`config.mk`:
```
export PLATFORM = sky130hd
export DESIGN_NAME = xoshiro256ss_random_source_unit
export DESIGN_NICKNAME = d
export VERILOG_FILES = /design/src/sv/xss_pkg.sv /design/src/sv/xss_cfg.sv /design/src/sv/xss_ctrl.sv /design/src/sv/xss_dp.sv /design/src/sv/xoshiro256ss_random_source_unit.sv
export VERILOG_INCLUDE_DIRS = /design/src /design/src/sv
export SDC_FILE = /design/constraint.sdc
export NUM_CORES = 2
export LEC_CHECK = 0
export ABC_AREA = 1
export BUFFER_PORTS_ARGS = -buffer_cell sky130_fd_sc_hd__buf_2
export CORE_MARGIN = 8
export CORE_UTILIZATION = 65
export DETAILED_ROUTE_END_ITERATION = 12
export GPL_TIMING_DRIVEN = 0
export PLACE_DENSITY = 0.83
export SETUP_SLACK_MARGIN = 0.15
export SLEW_MARGIN = 20
export SYNTH_ARGS = -nofsm -noshare
export SYNTH_HDL_FRONTEND = slang
export SYNTH_SLANG_ARGS = --single-unit
```
`constraint.sdc`:
```
create_clock -name clk -period 11.8 [get_ports clk]
set_input_delay 0 -clock clk [delete_from_list [all_inputs] [get_ports clk]]
set_output_delay 0 -clock clk [all_outputs]
set_load 0.01 [all_outputs]
```
`src/sv/assert_macros.svh`:
```
// Assertion macros for the RTL, included by the datapath.
`ifndef ASSERT_MACROS_SVH
`define ASSERT_MACROS_SVH

// Checked on every clock edge outside reset.
`define XSS_ASSERT(label, prop, msg) \
  label: assert property (@(posedge clk) disable iff (!rst_n) (prop)) else $error(msg);

// Checked on every clock edge, reset included.
`define XSS_ASSERT_ALWAYS(label, prop, msg) \
  label: assert property (@(posedge clk) (prop)) else $error(msg);

`endif

```
`src/sv/xss_pkg.sv`:
```
// Package: constants, command types and reset seeding for the xoshiro256** source.
package xss_pkg;

  localparam logic [63:0] GOLDEN_STEP = 64'h9E37_79B9_7F4A_7C15;
  localparam logic [63:0] MIX_MUL_A   = 64'hBF58_476D_1CE4_E5B9;
  localparam logic [63:0] MIX_MUL_B   = 64'h94D0_49BB_1331_11EB;

  localparam int          COORD_W     = 21;
  localparam int          SUM_W       = COORD_W + 2;
  localparam logic [SUM_W-1:0] COORD_MAX = SUM_W'((1 << COORD_W) - 1);

  localparam int          OUT_COUNT_W   = 32;
  localparam int          COUNT_W_DEF   = 32;
  localparam int          PADDR_W       = 4;
  localparam int          PDATA_W       = 64;

  // splitmix64 finalizer on an already advanced accumulator
  function automatic logic [63:0] mix_fin(input logic [63:0] acc);
    logic [63:0] z;
    z = acc;
    z = (z ^ (z >> 30)) * MIX_MUL_A;
    z = (z ^ (z >> 27)) * MIX_MUL_B;
    return z ^ (z >> 31);
  endfunction

  // Generator state for seed zero, loaded at reset
  localparam logic [63:0] SEED0_V0 = mix_fin(GOLDEN_STEP);
  localparam logic [63:0] SEED0_V1 = mix_fin(64'(GOLDEN_STEP + GOLDEN_STEP));
  localparam logic [63:0] RST_W0   = {32'h0, SEED0_V0[31:0]};
  localparam logic [63:0] RST_W1   = {32'h0, SEED0_V0[63:32]};
  localparam logic [63:0] RST_W2   = {32'h0, SEED0_V1[31:0]};
  localparam logic [63:0] RST_W3   = {32'h0, SEED0_V1[63:32]};

  // Controller states
  typedef enum logic [3:0] {
    ST_IDLE,
    ST_LOAD,
    ST_XA,
    ST_MA0,
    ST_MA1,
    ST_MA2,
    ST_XB,
    ST_MB0,
    ST_MB1,
    ST_MB2,
    ST_STORE,
    ST_FINISH
  } xss_state_t;

  // Datapath operations
  typedef enum logic [2:0] {
    OP_NONE,
    OP_DRAW,
    OP_LOAD,
    OP_XORA,
    OP_XORB,
    OP_MUL,
    OP_STORE,
    OP_RESTART_OUT
  } xss_op_t;

  // Partial product selects for the 64x64 low-half multiply
  typedef enum logic [1:0] {
    MP_LO_LO,
    MP_LO_HI,
    MP_HI_LO
  } xss_mpart_t;

  typedef struct packed {
    xss_op_t    op;
    xss_mpart_t mpart;
    logic       use_b;
    logic       second;
  } xss_cmd_t;

  typedef struct packed {
    logic out_free;
  } xss_status_t;

  // Register byte offsets (one 64-bit register per 8 bytes)
  localparam logic [PADDR_W-1:0] REG_SEED = PADDR_W'(0);

endpackage

```
`src/sv/xss_cfg.sv`:
```
// APB-style configuration register block holding the seed.
module xss_cfg
  import xss_pkg::*;
(
  input  logic               clk,
  input  logic               rst_n,
  input  logic               psel,
  input  logic               penable,
  input  logic               pwrite,
  input  logic [PADDR_W-1:0] paddr,
  input  logic [PDATA_W-1:0] pwdata,
  output logic [PDATA_W-1:0] prdata,
  output logic               pready,
  output logic [63:0]        seed
);

  logic [63:0] seed_r;
  logic        wr_en;
  logic        sel_seed;

  // only the register index bit decodes; byte offset bits are ignored
  assign sel_seed = (paddr[PADDR_W-1:3] == REG_SEED[PADDR_W-1:3]);
  assign wr_en    = psel && penable && pwrite && pready;
  assign pready   = 1'b1;

  always_ff @(posedge clk) begin
    if (!rst_n) begin
      seed_r <= '0;
    end else if (wr_en && sel_seed) begin
      seed_r <= pwdata;
    end
  end

  // read mux
  always_comb begin
    prdata = '0;
    if (sel_seed) begin
      prdata = seed_r;
    end
  end

  assign seed = seed_r;

endmodule

```
`src/sv/xss_ctrl.sv`:
```
// Controller: accepts words, sequences the splitmix64 reseed, issues datapath commands.
module xss_ctrl
  import xss_pkg::*;
(
  input  logic        clk,
  input  logic        rst_n,
  input  logic        in_valid,
  input  logic        in_restart,
  output logic        in_stall,
  input  xss_status_t status,
  output xss_cmd_t    cmd
);

  xss_state_t state_r, state_nxt;
  logic       pass_r, pass_nxt;
  logic       take;

  assign take     = (state_r == ST_IDLE) && status.out_free && in_valid;
  assign in_stall = !((state_r == ST_IDLE) && status.out_free);

  always_ff @(posedge clk) begin
    if (!rst_n) begin
      state_r <= ST_IDLE;
      pass_r  <= 1'b0;
    end else begin
      state_r <= state_nxt;
      pass_r  <= pass_nxt;
    end
  end

  // next state
  always_comb begin
    state_nxt = state_r;
    pass_nxt  = pass_r;
    case (state_r)
      ST_IDLE: begin
        if (take && in_restart) begin
          state_nxt = ST_LOAD;
        end
      end
      ST_LOAD: begin
        pass_nxt  = 1'b0;
        state_nxt = ST_XA;
      end
      ST_XA:  state_nxt = ST_MA0;
      ST_MA0: state_nxt = ST_MA1;
      ST_MA1: state_nxt = ST_MA2;
      ST_MA2: state_nxt = ST_XB;
      ST_XB:  state_nxt = ST_MB0;
      ST_MB0: state_nxt = ST_MB1;
      ST_MB1: state_nxt = ST_MB2;
      ST_MB2: state_nxt = ST_STORE;
      ST_STORE: begin
        pass_nxt  = 1'b1;
        state_nxt = pass_r ? ST_FINISH : ST_XA;
      end
      ST_FINISH: begin
        if (status.out_free) begin
          state_nxt = ST_IDLE;
        end
      end
      default: state_nxt = ST_IDLE;
    endcase
  end

  // command outputs
  always_comb begin
    cmd        = '0;
    cmd.op     = OP_NONE;
    cmd.mpart  = MP_LO_LO;
    cmd.second = pass_r;
    case (state_r)
      ST_IDLE: begin
        if (take && !in_restart) begin
          cmd.op = OP_DRAW;
        end
      end
      ST_LOAD:  cmd.op = OP_LOAD;
      ST_XA:    cmd.op = OP_XORA;
      ST_MA0: begin
        cmd.op    = OP_MUL;
        cmd.mpart = MP_LO_LO;
      end
      ST_MA1: begin
        cmd.op    = OP_MUL;
        cmd.mpart = MP_LO_HI;
      end
      ST_MA2: begin
        cmd.op    = OP_MUL;
        cmd.mpart = MP_HI_LO;
      end
      ST_XB:    cmd.op = OP_XORB;
      ST_MB0: begin
        cmd.op    = OP_MUL;
        cmd.mpart = MP_LO_LO;
        cmd.use_b = 1'b1;
      end
      ST_MB1: begin
        cmd.op    = OP_MUL;
        cmd.mpart = MP_LO_HI;
        cmd.use_b = 1'b1;
      end
      ST_MB2: begin
        cmd.op    = OP_MUL;
        cmd.mpart = MP_HI_LO;
        cmd.use_b = 1'b1;
      end
      ST_STORE: cmd.op = OP_STORE;
      ST_FINISH: begin
        if (status.out_free) begin
          cmd.op = OP_RESTART_OUT;
        end
      end
      default: cmd.op = OP_NONE;
    endcase
  end

endmodule

```
`src/sv/xss_dp.sv`:
```
// Datapath: generator words, splitmix64 multiply-accumulate, hit counter, output register.
`include "assert_macros.svh"

module xss_dp
  import xss_pkg::*;
#(
  parameter int COUNT_WIDTH = COUNT_W_DEF
) (
  input  logic                   clk,
  input  logic                   rst_n,
  input  logic [63:0]            seed,
  input  xss_cmd_t               cmd,
  output xss_status_t            status,
  output logic                   out_valid,
  input  logic                   out_stall,
  output logic [63:0]            out_random_word,
  output logic                   out_hit,
  output logic [OUT_COUNT_W-1:0] out_hit_count
);

  logic [63:0]            w_r [4];
  logic [63:0]            acc_r;
  logic [63:0]            z_r;
  logic [63:0]            p_r;
  logic [COUNT_WIDTH-1:0] hits_r, hits_nxt;
  logic                   out_valid_r;
  logic [63:0]            out_word_r;
  logic                   out_hit_r;
  logic [OUT_COUNT_W-1:0] out_count_r;

  logic [63:0]      mconst;
  logic [31:0]      mul_a, mul_b;
  logic [63:0]      prod;
  logic [63:0]      mix_out;
  logic [63:0]      t5, r7, draw_word, sh17;
  logic [63:0]      n0, n1, n2, n3;
  logic [SUM_W-1:0] coord_sum;
  logic             draw_hit;
  logic [OUT_COUNT_W-1:0] count_sat;
  logic             load_out;

  assign status.out_free = !out_valid_r || !out_stall;
  assign load_out = (cmd.op == OP_DRAW) || (cmd.op == OP_RESTART_OUT);

  // one 32x32 partial product per cycle of the 64-bit low-half multiply
  assign mconst = cmd.use_b ? MIX_MUL_B : MIX_MUL_A;
  always_comb begin
    case (cmd.mpart)
      MP_LO_LO: begin
        mul_a = z_r[31:0];
        mul_b = mconst[31:0];
      end
      MP_LO_HI: begin
        mul_a = z_r[31:0];
        mul_b = mconst[63:32];
      end
      MP_HI_LO: begin
        mul_a = z_r[63:32];
        mul_b = mconst[31:0];
      end
      default: begin
        mul_a = '0;
        mul_b = '0;
      end
    endcase
  end
  assign prod    = 64'(mul_a) * 64'(mul_b);
  assign mix_out = p_r ^ (p_r >> 31);

  // xoshiro256** output and state update
  assign t5        = w_r[1] + (w_r[1] << 2);
  assign r7        = {t5[56:0], t5[63:57]};
  assign draw_word = r7 + (r7 << 3);
  assign sh17      = w_r[1] << 17;
  assign n2        = w_r[2] ^ w_r[0];
  assign n3        = w_r[3] ^ w_r[1];
  assign n1        = w_r[1] ^ n2;
  assign n0        = w_r[0] ^ n3;

  // hit test on the three 21-bit coordinates
  assign coord_sum = SUM_W'(draw_word[20:0]) + SUM_W'(draw_word[41:21])
                   + SUM_W'(draw_word[62:42]);
  assign draw_hit  = (coord_sum < COORD_MAX);

  always_comb begin
    hits_nxt = hits_r;
    if (draw_hit && (hits_r != '1)) begin
      hits_nxt = hits_r + COUNT_WIDTH'(1);
    end
  end

  // clamp the counter to the 32-bit result field
  generate
    if (COUNT_WIDTH > OUT_COUNT_W) begin : g_wide
      assign count_sat = (|hits_nxt[COUNT_WIDTH-1:OUT_COUNT_W]) ? '1
                         : hits_nxt[OUT_COUNT_W-1:0];
    end else begin : g_narrow
      assign count_sat = OUT_COUNT_W'(hits_nxt);
    end
  endgenerate

  // generator words and hit counter
  always_ff @(posedge clk) begin
    if (!rst_n) begin
      w_r[0] <= RST_W0;
      w_r[1] <= RST_W1;
      w_r[2] <= RST_W2;
      w_r[3] <= RST_W3;
      hits_r <= '0;
    end else begin
      case (cmd.op)
        OP_DRAW: begin
          w_r[0] <= n0;
          w_r[1] <= n1;
          w_r[2] <= n2 ^ sh17;
          w_r[3] <= {n3[18:0], n3[63:19]};
          hits_r <= hits_nxt;
        end
        OP_STORE: begin
          if (cmd.second) begin
            w_r[2] <= {32'h0, mix_out[31:0]};
            w_r[3] <= {32'h0, mix_out[63:32]};
          end else begin
            w_r[0] <= {32'h0, mix_out[31:0]};
            w_r[1] <= {32'h0, mix_out[63:32]};
          end
        end
        OP_RESTART_OUT: hits_r <= '0;
        default: ;
      endcase
    end
  end

  // splitmix64 working registers
  always_ff @(posedge clk) begin
    case (cmd.op)
      OP_LOAD:  acc_r <= seed + GOLDEN_STEP;
      OP_XORA:  z_r   <= acc_r ^ (acc_r >> 30);
      OP_XORB:  z_r   <= p_r ^ (p_r >> 27);
      OP_MUL: begin
        if (cmd.mpart == MP_LO_LO) begin
          p_r <= prod;
        end else begin
          p_r <= p_r + {prod[31:0], 32'h0};
        end
      end
      OP_STORE: acc_r <= acc_r + GOLDEN_STEP;
      default: ;
    endcase
  end

  // output register
  always_ff @(posedge clk) begin
    if (!rst_n) begin
      out_valid_r <= 1'b0;
    end else if (load_out) begin
      out_valid_r <= 1'b1;
    end else if (!out_stall) begin
      out_valid_r <= 1'b0;
    end
  end

  always_ff @(posedge clk) begin
    if (cmd.op == OP_DRAW) begin
      out_word_r  <= draw_word;
      out_hit_r   <= draw_hit;
      out_count_r <= count_sat;
    end else if (cmd.op == OP_RESTART_OUT) begin
      out_word_r  <= '0;
      out_hit_r   <= 1'b0;
      out_count_r <= '0;
    end
  end

  assign out_valid       = out_valid_r;
  assign out_random_word = out_word_r;
  assign out_hit         = out_hit_r;
  assign out_hit_count   = out_count_r;

  // checks
  `XSS_ASSERT(a_load_when_free, load_out |-> status.out_free, "result loaded over a held word")
  `XSS_ASSERT(a_restart_zero, (cmd.op == OP_RESTART_OUT) |=> (out_hit_count == '0 && out_random_word == '0 && hits_r == '0), "restart result or counter not cleared")
  `XSS_ASSERT(a_count_monotonic, (cmd.op == OP_DRAW) |=> (hits_r >= $past(hits_r)), "hit counter went down on a draw")
  `XSS_ASSERT(a_hit_counted, (out_valid && out_hit) |-> (out_hit_count != '0), "hit reported with zero count")

endmodule

```
`src/sv/xoshiro256ss_random_source_unit.sv`:
```
// Top level of the xoshiro256** random source with splitmix64 reseeding.
//
// Input channel (in_valid / in_stall / in_restart): each word is one draw
// (in_restart = 0) or one reseed (in_restart = 1). Result channel (out_valid /
// out_stall): one word per input word with the 64-bit output, the hit flag of
// the three 21-bit coordinates and the saturating hit count.
// A draw is computed in the cycle it is accepted and is registered at that
// edge: one draw per cycle while the receiver takes results.
// A reseed runs two splitmix64 steps on one shared 32x32 multiplier, three
// partial products per 64-bit multiply: the zero result is presented after
// the second step is stored (later if the previous result is still held), and
// no word is accepted in the meantime.
// The seed is written through the APB port and is used at the next reseed.
// Reset (rst_n low, synchronous) clears the seed and hit count and loads the
// generator with the state seeded from zero, so draws can start at once.
// When the receiver stalls, the held result stays put and in_stall stays high
// until it is taken.
module xoshiro256ss_random_source_unit
  import xss_pkg::*;
#(
  parameter int COUNT_WIDTH = COUNT_W_DEF
) (
  input  logic                   clk,
  input  logic                   rst_n,
  // input channel
  input  logic                   in_valid,
  output logic                   in_stall,
  input  logic                   in_restart,
  // result channel
  output logic                   out_valid,
  input  logic                   out_stall,
  output logic [63:0]            out_random_word,
  output logic                   out_hit,
  output logic [OUT_COUNT_W-1:0] out_hit_count,
  // configuration port
  input  logic                   psel,
  input  logic                   penable,
  input  logic                   pwrite,
  input  logic [PADDR_W-1:0]     paddr,
  input  logic [PDATA_W-1:0]     pwdata,
  output logic [PDATA_W-1:0]     prdata,
  output logic                   pready
);

  logic [63:0] seed;
  xss_cmd_t    cmd;
  xss_status_t status;

  xss_cfg u_cfg (
    .clk     (clk),
    .rst_n   (rst_n),
    .psel    (psel),
    .penable (penable),
    .pwrite  (pwrite),
    .paddr   (paddr),
    .pwdata  (pwdata),
    .prdata  (prdata),
    .pready  (pready),
    .seed    (seed)
  );

  xss_ctrl u_ctrl (
    .clk        (clk),
    .rst_n      (rst_n),
    .in_valid   (in_valid),
    .in_restart (in_restart),
    .in_stall   (in_stall),
    .status     (status),
    .cmd        (cmd)
  );

  xss_dp #(
    .COUNT_WIDTH (COUNT_WIDTH)
  ) u_dp (
    .clk             (clk),
    .rst_n           (rst_n),
    .seed            (seed),
    .cmd             (cmd),
    .status          (status),
    .out_valid       (out_valid),
    .out_stall       (out_stall),
    .out_random_word (out_random_word),
    .out_hit         (out_hit),
    .out_hit_count   (out_hit_count)
  );

endmodule
```
==> out/metrics.csv <==
stage;metric;value;unit
clock_tree;Clock H-tree levels;3;
floorplanning;Die ar.;122000;um2
layout;# fillers;8398;
sta;fin. max-slew vios;0;
sta;Final period util;0.980;
yosys;syn avg cell area;8.61;um2
placed_design;dpl hpwl;211000;um
yosys;post-synthesis cell count;8359;
floorplanning;Die Wd;349;um
critical_path;Critical Path Slowest Stage Cell;o21ai_1;
yosys;Synth area leaders;fa_1, edfxtp_1, ha_1, inv_1, nand2_1;
worst_hold_path;HP Class;in2reg;
clock_tree;CTS Buffer Depth;3;
grt;initial antenna violation count;3;
drt;initial drt markers;7929;
critical_path;Data arrival, critical path;11950;ps
sta;minimum clock period;11560;ps
drt;Avg Vias per Cell;6.06;
yosys;Synth Cell Area;72000;um2
sta;Worst Skew;40.8;ps
layout;nets@finish;10200;
yosys;number of synthesized flops with an enable pin;545;
sta;final worst slack;241;ps
yosys;sequential share of the synthesized area;0.256;
yosys;area share of the largest cell type after synthesis;0.233;
layout;leading cell types in the layout, fill and taps excluded;inv_1, nand2_1, nor2_1;
drt;1st-pass router iterations;8;
floorplanning;DIE HEIGHT;349;um
clock_tree;CTS Root Cell;clkbuf_16;
critical_path;critical path class;reg2reg;
critical_path;CP most frequent cell;inv_1;
floorplanning;Std-Cell Rows;122;
layout;fin util;0.715;
layout;share of cells above drive strength 1;0.0636;
sta;final hold vios;0;
yosys;Synth Register Bits;647;
layout;commonest non-fill, non-tap cell in the layout;inv_1;
clock_tree;clock sinks;647;
floorplanning;initial core utilization;0.653;
sta;fmax;86.5;MHz
grt;GR Util All Layers;0.414;
placed_design;RePlAce Congestion;1.11;
yosys;Syn Nets;9790;
drt;DR vias;62400;
clock_tree;CTS tree;done;
placed_design;pre-CTS WS;-1710;ps
critical_path;largest stage delay on the critical path;750;ps
critical_path;Critical Path RT;12190;ps
drt;DR WL/cell;24.8;um
sta;final setup violation count;0;
drt;remaining routing DRC violations;0;
critical_path;Setup crit start kind;flop;
sta;Worst-Margin Slew;1170;ps
sta;RSZ-0062 raised after global routing;yes;
yosys;post-synthesis cell type count;70;
critical_path;crit path max fanout;12;
floorplanning;core box area;110000;um2
grt;largest net degree at the start of global routing;63;
yosys;area leader, netlist;fa_1;
grt;global-route wire length before repair;379000;um
yosys;Async SR Flop Fraction;0;
grt;grt total ovfl;0;
status;status;finished, final reports clean;
drt;Routed Antenna Nets;0;
yosys;yosys warns;0;
layout;area delta synth->final;9.48;%
clock_tree;CTS Buf Count;69;
critical_path;crit path capture type;flop;
job;max_cap viols;0;
clock_tree;clock slew at reported path FFs;60;ps
grt;vias in the first global route;61900;
sta;relative slew slack;0.220;
drt;drt total wl;256000;um
placed_design;PortBufs;235;
yosys;Synth Flop Type;edfxtp_1;
floorplanning;Ports;240;
clock_tree;Worst-Skew Late Latency;680;ps
cell families (layout without fill, tap and decap cells):
kind of cell    after synthesis  in the layout  synth area share
compound gates             1263           1263            0.0981
xor+xnor                    683            683            0.0831
fa+ha+maj                  1355           1355             0.323
buf+inv                    1938           2398             0.102
flops                       647            647             0.256
other cells                   1              3         0.0000521
simple gates               2472           2472             0.138
worst max-delay path, delay by kind of cell, from the launching register on:
kind,cells,cell delay (ps)
and+or+nand+nor,5,1480
buffers and inverters,11,1580
AOI/OAI and AO/OA,7,3140
DFF,1,450
adders and majority gates,9,4590
path summary, 6_finish.rpt:
kind,startpoint,endpoint,slack [ps],depth (start not counted)
hold reg to reg,u_cfg.seed[0]$_SDFFE_PN0P_,u_cfg.seed[0]$_SDFFE_PN0P_,480,2
setup reg to reg,u_ctrl.state_r[2]$_SDFFE_PN0P_,u_dp.p_r[38]$_DFFE_PN_,240,32
setup / recovery,u_ctrl.state_r[2]$_SDFFE_PN0P_,u_dp.p_r[38]$_DFFE_PN_,240,32
hold / removal,pwdata[0],u_cfg.seed[0]$_SDFFE_PN0P_,10,3
Yosys cell counts (20+ instances only):
| master | count |
|---|---|
| a21boi_0 | 20 |
| a21o_1 | 20 |
| a21oi_1 | 462 |
| a31oi_1 | 71 |
| clkbuf_1 | 186 |
| dfxtp_1 | 102 |
| edfxtp_1 | 545 |
| fa_1 | 838 |
| ha_1 | 517 |
| inv_1 | 1700 |
| nand2_1 | 1135 |
| nand3_1 | 144 |
| nand4_1 | 65 |
| nor2_1 | 1004 |
| nor3_1 | 54 |
| nor4_1 | 21 |
| o211ai_1 | 34 |
| o21a_1 | 22 |
| o21ai_0 | 454 |
| o21ai_1 | 44 |
| o22ai_1 | 39 |
| xnor2_1 | 267 |
| xor2_1 | 416 |
registers in the layout (all words and copies together), names as in the netlist, 4 cells and up:
register / cells
u_ctrl.state_r: 4
u_dp.z_r: 64
u_dp.hits_r: 32
u_dp.out_random_word: 64
u_dp.p_r: 64
u_dp.out_hit_count: 32
u_dp.acc_r: 64
u_cfg.seed: 64
u_dp.w_r: 256
routing by layer:
layer  track usage  part of all wire  vias to the layer above
met4         0.222             0.069                        6
met5             0           0.00019                        -
met1         0.543              0.37                    29700
li1              -                 -                    27200
met3         0.133              0.14                      933
met2         0.614              0.42                     4620
cell type report:
type | count | area (um2) | share of cell area
sequential | 647 | 18400 | 0.234
inverter | 1719 | 6460 | 0.0820
antenna | 2 | 5.00 | 0.0000635
clock buffer | 84 | 1860 | 0.0237
clock inverter | 41 | 402 | 0.00510
tap | 1488 | 1860 | 0.0236
timing repair buffer | 335 | 2260 | 0.0286
buffer | 219 | 958 | 0.0122
multi-input combinational | 5774 | 46600 | 0.591
repair_timing:
action                                 4_1_cts  5_1_grt
buffers inserted                             1        8
hold buffers                                67        0
pin swaps                                    1        3
setup endpoints to repair                   37       82
endpoints found under the hold margin       67        0
cloned                                       0        0
gates resized for setup                     51       65
per-stage QoR:
stage / instances / area [um2] / TNS (ps) / hold slack [ps]
finish: 10300 / 78800 / 0 / 10.3
global route: 10300 / 78800 / 0 / 7.29
detailed placement: 10100 / 75500 / -23630 / 286
global placement: 10100 / 75000 / -27050 / 281
floorplan: 8359 / 72000 / 0 / 164
CTS: 10300 / 78600 / 0 / 0.903
Power is not shown: default switching activity piles up to over one toggle a cycle in this logic, so the estimate is an artifact.
